[config.mk]
export PLATFORM = sky130hd
export DESIGN_NAME = pixel_frame_dump_framer
export DESIGN_NICKNAME = d
export VERILOG_FILES = /design/src/hw/rtl/pfd_pkg.sv /design/src/hw/rtl/pixel_frame_dump_framer.sv /design/src/hw/rtl/pfd_emit.sv
export SDC_FILE = /design/constraint.sdc
export NUM_CORES = 1
export LEC_CHECK = 0
export ABC_CLOCK_PERIOD_IN_PS = 3700
export BUFFER_PORTS_ARGS = -buffer_cell sky130_fd_sc_hd__clkbuf_2
export CAP_MARGIN = 15
export CORE_ASPECT_RATIO = 1.2
export CORE_MARGIN = 1.5
export CORE_UTILIZATION = 49
export CTS_CLUSTER_DIAMETER = 120
export CTS_CLUSTER_SIZE = 20
export DETAILED_ROUTE_END_ITERATION = 16
export PLACE_DENSITY_LB_ADDON = 0.25
export SYNTH_ARGS = -nofsm -noshare
export SYNTH_HDL_FRONTEND = slang
export SYNTH_SLANG_ARGS = --single-unit
[constraint.sdc]
create_clock -name clk -period 3.7 [get_ports clk]
set_input_delay 0.185 -clock clk [delete_from_list [all_inputs] [get_ports clk]]
set_output_delay 0.185 -clock clk [all_outputs]
set_load 0.1 [all_outputs]
[src/hw/rtl/pfd_pkg.sv]
// ----------------------------------------------------------------------------
// pfd_pkg
// Shared types and constants for the pixel frame dump framer.
// ----------------------------------------------------------------------------
package pfd_pkg;

  localparam logic [7:0] MARK_FRAME = 8'd1;
  localparam logic [7:0] MARK_ROW   = 8'd2;
  localparam logic [7:0] MARK_END   = 8'd3;
  localparam logic [7:0] PIX_LOW    = 8'd16;
  localparam logic [7:0] PIX_HIGH   = 8'd240;

  // register indexes on the configuration port
  typedef enum logic [1:0] {
    REG_FRAME_WIDTH  = 2'd0,
    REG_FRAME_HEIGHT = 2'd1,
    REG_ALL_CHANNELS = 2'd2,
    REG_LED_AUTO     = 2'd3
  } reg_idx_t;

  typedef enum logic [1:0] {
    LED_NONE = 2'd0,
    LED_ON   = 2'd1,
    LED_OFF  = 2'd2
  } led_t;

  // result slots of one item, sent lowest first
  localparam int SLOT_FRAME  = 0;
  localparam int SLOT_WIDTH  = 1;
  localparam int SLOT_HEIGHT = 2;
  localparam int SLOT_ROW    = 3;
  localparam int SLOT_PIXEL  = 4;
  localparam int SLOT_END    = 5;
  localparam int NUM_SLOTS   = 6;

  typedef struct packed {
    logic [NUM_SLOTS-1:0] slots;
    logic [7:0]           pixel;
    logic [7:0]           width;
    logic [7:0]           height;
    led_t                 row_led;
  } item_t;

endpackage

[src/hw/rtl/pixel_frame_dump_framer.sv]
// ----------------------------------------------------------------------------
// pixel_frame_dump_framer
// Frames camera pixel bytes for a serial link: header, row markers, clamped
// pixels and an end marker, with LED commands on the markers.
// ----------------------------------------------------------------------------
// path: an accepted byte is held as an item in pfd_emit; each result leaves
//   the single output port from a register, one per cycle unless out_ready
//   stalls; a new item is taken with the last result, so pixels keep pace
// reset: synchronous active-low; counters cleared, registers to 80/143/1/1
// ----------------------------------------------------------------------------
module pixel_frame_dump_framer (
  input  logic       clk,
  input  logic       rst_n,
  input  logic       cfg_we,
  input  logic [1:0] cfg_index,
  input  logic [7:0] cfg_data,
  input  logic       in_valid,
  output logic       in_ready,
  input  logic [7:0] in_pixel_byte,
  output logic       out_valid,
  input  logic       out_ready,
  output logic [7:0] out_byte,
  output logic       out_last_of_run,
  output logic [1:0] out_led_command
);
  import pfd_pkg::*;

  logic [7:0] frame_width_r;
  logic [7:0] frame_height_r;
  logic       all_channels_r;
  logic       led_auto_r;
  logic [9:0] col_r;
  logic [9:0] col_nxt;
  logic [7:0] row_r;
  logic [7:0] row_nxt;

  logic [7:0]  width;
  logic [7:0]  height;
  logic [9:0]  row_len;
  logic        row_wrap;
  logic        frame_wrap;
  logic        accept;
  logic        item_ready;
  item_t       item;

  assign width   = (frame_width_r == 8'd0) ? 8'd1 : frame_width_r;
  assign height  = (frame_height_r == 8'd0) ? 8'd1 : frame_height_r;
  assign row_len = all_channels_r ? ({1'b0, width, 1'b0} + {2'b00, width})
                                  : {2'b00, width};
  assign row_wrap   = ({1'b0, col_r} + 11'd1) >= {1'b0, row_len};
  assign frame_wrap = ({1'b0, row_r} + 9'd1) >= {1'b0, height};
  assign accept     = in_valid && in_ready;
  assign in_ready   = item_ready;

  always_comb begin
    item.slots              = '0;
    item.slots[SLOT_FRAME]  = (col_r == '0) && (row_r == '0);
    item.slots[SLOT_WIDTH]  = (col_r == '0) && (row_r == '0);
    item.slots[SLOT_HEIGHT] = (col_r == '0) && (row_r == '0);
    item.slots[SLOT_ROW]    = (col_r == '0);
    item.slots[SLOT_PIXEL]  = 1'b1;
    item.slots[SLOT_END]    = row_wrap && frame_wrap;
    item.width  = width;
    item.height = height;
    if (!led_auto_r) begin
      item.row_led = LED_NONE;
    end else if (row_r[1:0] == 2'b00) begin
      item.row_led = LED_ON;
    end else begin
      item.row_led = LED_OFF;
    end
    // keep pixels clear of the marker codes
    if (in_pixel_byte < PIX_LOW) begin
      item.pixel = PIX_LOW;
    end else if (in_pixel_byte > PIX_HIGH) begin
      item.pixel = PIX_HIGH;
    end else begin
      item.pixel = in_pixel_byte;
    end
  end

  always_comb begin
    col_nxt = col_r + 10'd1;
    row_nxt = row_r;
    if (row_wrap) begin
      col_nxt = '0;
      row_nxt = frame_wrap ? 8'd0 : row_r + 8'd1;
    end
  end

  always_ff @(posedge clk) begin
    if (!rst_n) begin
      frame_width_r  <= 8'd80;
      frame_height_r <= 8'd143;
      all_channels_r <= 1'b1;
      led_auto_r     <= 1'b1;
      col_r          <= '0;
      row_r          <= '0;
    end else begin
      if (cfg_we) begin
        unique case (reg_idx_t'(cfg_index))
          REG_FRAME_WIDTH:  frame_width_r  <= cfg_data;
          REG_FRAME_HEIGHT: frame_height_r <= cfg_data;
          REG_ALL_CHANNELS: all_channels_r <= cfg_data[0];
          REG_LED_AUTO:     led_auto_r     <= cfg_data[0];
          default:          ;
        endcase
      end
      if (accept) begin
        col_r <= col_nxt;
        row_r <= row_nxt;
      end
    end
  end

  pfd_emit u_emit (
    .clk             (clk),
    .rst_n           (rst_n),
    .item_valid      (in_valid),
    .item_ready      (item_ready),
    .item            (item),
    .out_valid       (out_valid),
    .out_ready       (out_ready),
    .out_byte        (out_byte),
    .out_last_of_run (out_last_of_run),
    .out_led_command (out_led_command)
  );

endmodule

[src/hw/rtl/pfd_emit.sv]
// ----------------------------------------------------------------------------
// pfd_emit
// Holds one framed item and sends its result bytes, one per cycle unless
// out_ready stalls, through an output register.
// ----------------------------------------------------------------------------
module pfd_emit (
  input  logic          clk,
  input  logic          rst_n,
  input  logic          item_valid,
  output logic          item_ready,
  input  pfd_pkg::item_t item,
  output logic          out_valid,
  input  logic          out_ready,
  output logic [7:0]    out_byte,
  output logic          out_last_of_run,
  output logic [1:0]    out_led_command
);
  import pfd_pkg::*;

  logic                 item_valid_r;
  item_t                item_r;
  logic [NUM_SLOTS-1:0] mask_r;
  logic [NUM_SLOTS-1:0] mask_nxt;
  logic                 out_valid_r;
  logic [7:0]           byte_r;
  logic [7:0]           byte_nxt;
  logic                 last_r;
  logic                 last_nxt;
  led_t                 led_r;
  led_t                 led_nxt;
  logic                 load;
  logic                 take;

  // drop the lowest pending slot
  assign mask_nxt = mask_r & (mask_r - NUM_SLOTS'(1));
  assign last_nxt = (mask_nxt == '0);
  assign load     = item_valid_r && (!out_valid_r || out_ready);
  assign item_ready = !item_valid_r || (load && last_nxt);
  assign take     = item_valid && item_ready;

  always_comb begin
    led_nxt = LED_NONE;
    priority if (mask_r[SLOT_FRAME]) begin
      byte_nxt = MARK_FRAME;
    end else if (mask_r[SLOT_WIDTH]) begin
      byte_nxt = item_r.width;
    end else if (mask_r[SLOT_HEIGHT]) begin
      byte_nxt = item_r.height;
    end else if (mask_r[SLOT_ROW]) begin
      byte_nxt = MARK_ROW;
      led_nxt  = item_r.row_led;
    end else if (mask_r[SLOT_PIXEL]) begin
      byte_nxt = item_r.pixel;
    end else begin
      byte_nxt = MARK_END;
      led_nxt  = LED_OFF;
    end
  end

  always_ff @(posedge clk) begin
    if (!rst_n) begin
      item_valid_r <= 1'b0;
      out_valid_r  <= 1'b0;
    end else begin
      if (take) begin
        item_valid_r <= 1'b1;
      end else if (load && last_nxt) begin
        item_valid_r <= 1'b0;
      end
      if (load) begin
        out_valid_r <= 1'b1;
      end else if (out_ready) begin
        out_valid_r <= 1'b0;
      end
    end
  end

  always_ff @(posedge clk) begin
    if (take) begin
      item_r <= item;
      mask_r <= item.slots;
    end else if (load) begin
      mask_r <= mask_nxt;
    end
    if (load) begin
      byte_r <= byte_nxt;
      last_r <= last_nxt;
      led_r  <= led_nxt;
    end
  end

  assign out_valid       = out_valid_r;
  assign out_byte        = byte_r;
  assign out_last_of_run = last_r;
  assign out_led_command = led_r;

endmodule

Word level (Yosys, flattened, before mapping)
Cells that the tools add are included.
Widths: inputs -> output; s select.
{"block": "op_classes", "addsub": 6, "bitwise": 1, "n_mux": 19, "n_reduce_logical": 26, "n_lt_le_gt_ge": 4, "eq_ne": 3}
{"operator": "$mux 8", "count": 8}
{"operator": "$logic_not 8->1", "count": 3}
{"operator": "$mux 10", "count": 2}
{"operator": "$mux 6", "count": 2}
{"operator": "$add 10x1->11 const B", "count": 1}
{"operator": "$ge 11x10->1", "count": 1}
{"operator": "$add 10x1->10 const B", "count": 1}
{"operator": "$add 9x8->10", "count": 1}
{"operator": "$logic_not 10->1", "count": 1}
{"operator": "$reduce_and 2->1", "count": 5}
{"operator": "$add 8x1->9 const B", "count": 1}
{"operator": "$ge 9x8->1", "count": 1}
{"operator": "$add 8x1->8 const B", "count": 1}
{"operator": "$gt 8x8->1 const B", "count": 1}
{"operator": "$lt 8x5->1 const B", "count": 1}
{"operator": "$and 6x6->6", "count": 1}
{"operator": "$logic_not 6->1", "count": 1}
{"operator": "$mux 2", "count": 3}
{"operator": "$reduce_bool 2->1", "count": 3}
{"operator": "$sub 6x1->6 const B", "count": 1}
{"operator": "$logic_and 1x1->1", "count": 5}
{"operator": "$eq 2x2->1 const B", "count": 2}
{"operator": "$logic_not 2->1", "count": 2}
{"operator": "$mux 1", "count": 4}
{"operator": "other kinds (5)", "count": 7}
{"block": "word_totals", "inputBits": 23, "register_bits": 81, "wordCells": 77}

Longest topological paths before layout
{"block": "depth", "depth_word": 7, "mapped_depth": 21, "depth_no_buf": 20}

Modules after synthesis
From an unflattened synthesis, not the netlist that was laid out.
{"block": "unflattened", "hier_cells": 488, "area_unflattened_um2": 4662.0}
{"mod": "pixel_frame_dump_framer", "area_each_um2": 2812.7, "n_inst": 1, "cells_each": 362, "seq_area_each_um2": 720.7}
{"mod": "pfd_emit", "area_each_um2": 1849.3, "n_inst": 1, "cells_each": 126, "seq_area_each_um2": 1331.3}

Worst setup path before layout
OpenSTA, ideal clock, no wires.
{"block": "synth_path", "kind": "register -> register", "start": "reg frame_width_r[4]", "end": "reg u_emit.mask_r[5] (data pin)", "t_arrival_ns": 3.563, "t_required_ns": 3.422, "n_path_buf": 1, "path_stages_with_launch": 20, "path_slack_ns": -0.142, "path_cell_list": "dfxtp_1 clkbuf_1 inv_1 ha_1 and4b_1 nand2_1 nand2_1 mux2i_1 ha_1 a21oi_1 o21a_1 a211oi_1 a2111oi_2 nor2b_1 o21ai_0 ha_1 nor2b_1 a311o_1 a41oi_2 o31ai_1"}
{"block": "synth_between", "elab_chain_len": 7}
{"item": "start, declared", "line_no": "pixel_frame_dump_framer.sv:28", "source": "logic [7:0] frame_width_r;"}
{"item": "start signal, assigned", "line_no": "pixel_frame_dump_framer.sv:102", "source": "REG_FRAME_WIDTH: frame_width_r <= cfg_data;"}
{"item": "$logic_not 8->1", "line_no": "pixel_frame_dump_framer.sv:46", "source": "assign width = (frame_width_r == 8'd0) ? 8'd1 : frame_width_r;"}
{"item": "$mux 8 *", "line_no": "pixel_frame_dump_framer.sv:46"}
{"item": "$add 9x8->10", "line_no": "pixel_frame_dump_framer.sv:48", "source": "assign row_len = all_channels_r ? ({1'b0, width, 1'b0} + {2'b00, width})"}
{"item": "$mux 10 *", "line_no": "pixel_frame_dump_framer.sv:48"}
{"item": "$ge 11x10->1 *", "line_no": "pixel_frame_dump_framer.sv:50", "source": "assign row_wrap = ({1'b0, col_r} + 11'd1) >= {1'b0, row_len};"}
{"item": "$logic_and 1x1->1 *", "line_no": "pixel_frame_dump_framer.sv:62", "source": "item.slots[SLOT_END] = row_wrap && frame_wrap;"}
{"item": "$mux 6 *", "line_no": "pfd_emit.sv:79", "source": "if (take) begin"}
{"item": "end signal, assigned", "line_no": "pfd_emit.sv:81", "source": "mask_r <= item.slots;"}
{"item": "end signal, assigned", "line_no": "pfd_emit.sv:83", "source": "mask_r <= mask_nxt;"}
{"item": "end, declared", "line_no": "pfd_emit.sv:22", "source": "logic [NUM_SLOTS-1:0] mask_r;"}
Every way passes the cells marked *; elsewhere a longest branch is shown, timed or not.
A chain may end at the register's enable or synchronous reset.

Final worst setup path
{"block": "layout_path", "start": "reg frame_width_r[3]", "end": "reg u_emit.mask_r[5] (data pin)"}
The elaborated chain is that of the path after synthesis.

==> results.yml <==
cells_and_area:
  drive_gt1_share_pct: 20.33
  final_nets: 600
  final_cell_area_um2: 5301
  area_growth_pct: 15.80
  final_common_cell: "nand2_1"
  multiInputGateArea_um2: 2442
  n_fill_cell: 806
  antenna_cells: 0
  layout_common_cells: "nand2_1 (56), nor2_1 (53), edfxtp_1 (42)"
  seq_area_um2: 2049
timing:
  clock_skew_ns: 0.01099
  fmax_mhz: 281.7
  hold_viol: 0
  tightest_slew_ns: 0.5853
  layout_min_cycle_time_ns: 3.550
  final-max-slew-violation-count: 0
  setup_viol: 0
  finalCritPeriodShare_pct: 95.94
  grt_setup_unrepaired: "true"
  setup_tns_ns: 0
  maxSlewHeadroom_pct: 59.97
worst_setup_path:
  path_class: "register to register"
  startpoint_type: "register"
  path_max_fanout: 5
  crit_path_end_kind: "register"
  cp.required_ns: 3.78
  worstPathArrival_ns: 3.63
route:
  wl_per_cell_um: 14.97
  postRouteAntennaNets: 0
  routed_wirelength_um: 10050
  dr.pass1.iters: 4
  viasPerCell: 5.562
  dr_total_vias: 3732
  drc_errors: 0
  drt-initial-drc-count: 200
yosys:
  ys_types: 58
  syn-num-nets: 560
  synth_edf_count: 42
  synth_ff_type: "edfxtp_1"
  synth_warnings: 0
  netlist_area_um2: 4578
  postSynthAreaPerCell_um2: 9.048
  async_flop_share_pct: 0
  netlist_instances: 506
  ys_ff_latch: 81
  yosysSeqAreaShare_pct: 44.60
pwr:
  totalPowerFinal_w: 0.002009
  ir_worst_vdd_uv: 170.6
  power_leakage_nw: 2.151
  powerDensity_nw_per_um2: 379.0
placed_design:
  port_buffers: 35
  gp_congestion: 0.9127
  dpl_cell_area_um2: 4930
  dpl.hpwl_um: 7543
floorplan:
  fp-row-count: 38
  dieArea_um2: 9935
  num_io_pins: 36
  initial_utilization_pct: 50.41
  core_um2: 9081
  fp.dieH_um: 108.9
  fp.dieW_um: 91.24
clocking:
  htree_num_levels: 3
  cts-root-buf: "clkbuf_8"
  insertion_delay_ns: 0.35
  cts_tree: "done"
  clock_sinks: 81
  cts_buffer_depth: 2
  cts_made_buffers: 9
  clk_pin_slew_worst_paths_ns: 0.08
worst_hold_path:
  hp-class: "input pin to register"
global_route:
  grt_pass1_vias: 3450
  grt.total_usage_pct: 20.75
  antenna_found_initial: 0
  grt_overflow: 0
  grt_pass1_wl_um: 15950
  grt_start_max_net_pins: 39
status:
  status: "finished, final reports clean"
flow_run:
  maxCapViolCount: 0
-- registers in the layout (all words and copies together) (netlist names) --
signal,count
all_channels_r,1
frame_height_r,8
frame_width_r,8
led_auto_r,1
u_emit.item_r,26
u_emit.out_byte,8
u_emit.out_last_of_run,1
u_emit.item_valid_r,1
row_r,8
u_emit.out_led_command,2
u_emit.out_valid,1
col_r,10
u_emit.mask_r,6
-- cells in the mapped netlist, types with 2 or more instances --
master	n	area [µm²]
nand2_1	58	217.7
nor2_1	53	198.9
a21oi_1	42	210.2
edfxtp_1	42	1261
dfxtp_1	39	780.8
inv_1	36	135.1
ha_1	31	387.9
clkbuf_1	25	93.84
nand3_1	15	75.07
o21ai_0	14	70.07
xnor2_1	12	105.1
xor2_1	12	105.1
or3_1	9	56.30
a211oi_1	8	60.06
nand4_1	8	50.05
o211ai_1	8	60.06
nand3b_1	7	52.55
and2_1	6	37.54
a21o_1	5	37.54
mux2i_1	5	50.05
nor2b_1	5	31.28
nor4_1	5	31.28
o22ai_1	5	31.28
nand2b_1	4	25.02
nor3_1	4	20.02
or2_2	4	25.02
a22oi_1	3	22.52
o21ai_1	3	15.01
o311ai_0	3	26.28
a2111oi_0	2	17.52
a211o_1	2	17.52
a31oi_1	2	12.51
a41o_1	2	20.02
buf_6	2	22.52
o31ai_1	2	15.01
-- report_power, final --
| part | leakage (nW) | switching, W | internal [W] | total, W |
|---|---|---|---|---|
| registers | 0.714 | 0.0000513 | 0.00101 | 0.00106 |
| logic | 1.36 | 0.000281 | 0.000122 | 0.000404 |
| clock network | 0.0754 | 0.000303 | 0.000239 | 0.000542 |
-- area by class of cell --
class / instances / share of cell area, %
Timing Repair Buffer: 57 / 6.892
Clock buffer: 12 / 2.549
Tap cell: 120 / 2.832
Clock inverter: 4 / 0.3776
Inverter: 37 / 2.620
Sequential cell: 81 / 38.66
Multi-Input combinational cell: 360 / 46.07
-- path summary, 6_finish.rpt --
path | startpoint | to | slack [ns] | depth (start not counted)
min reg2reg | frame_height_r[2] | u_emit.item_r[4] | 0.45 | 0
min | in_pixel_byte[5] | u_emit.item_r[23] | 0.04 | 1
max | frame_width_r[3] | u_emit.mask_r[5] | 0.15 | 19
max reg2reg | frame_width_r[3] | u_emit.mask_r[5] | 0.15 | 19
-- logic make-up (layout without fill, tap and decap cells) --
group	count (synthesis)	after routing	share of synthesized area, %
adder cells (fa/ha/maj)	32	32	8.691
AND/OR/NAND/NOR	187	187	19.65
buffers and inverters	67	110	5.930
XOR/XNOR	24	24	4.591
flip-flops	81	81	44.60
multiplexers	5	5	1.093
AO/OA/AOI/OAI	110	112	15.44
-- metrics by stage --
| stage | util (%) | setup slack [ns] | cells | hold WS [ns] |
|---|---|---|---|---|
| CTS | 56.39 | -0.01698 | 666 | 0.02748 |
| floorplan | - | -0.001727 | 506 | 0.3092 |
| detailed placement | 54.28 | -0.05390 | 648 | 0.4028 |
| global route | 58.38 | -0.06900 | 671 | 0.04378 |
| global placement | 54.28 | 0.08115 | 648 | 0.3960 |
| finish | 58.38 | 0.1503 | 671 | 0.04246 |
-- metal layers --
layer	part of all wire, %	track usage, %
met5	0	0
met1	41	22.44
met3	3.7	3.138
met4	2.5	11.50
met2	52	38.70
-- worst max-delay path, cell delays in order (launching register included) --
cell,delay [ns]
dfxtp_2,0.33
inv_2,0.05
ha_1,0.14
and4b_1,0.24
nand2_2,0.07
nand2_2,0.07
mux2i_1,0.07
ha_2,0.19
a21oi_2,0.12
o21a_1,0.18
a211oi_2,0.06
a2111oi_4,0.37
xnor2_1,0.19
a21oi_2,0.09
ha_2,0.18
a21oi_2,0.10
nor2b_1,0.05
a311o_2,0.37
a41oi_4,0.30
o31ai_1,0.11
-- repair_timing --
action,in CTS,in global routing
endpoints found under the hold margin,0,0
pin swaps,2,21
buffers inserted,0,5
setup endpoints to repair,17,19
hold buffers,0,0
resized for setup,2,39
cloned,2,0
Power figures use the tool's default switching activity.
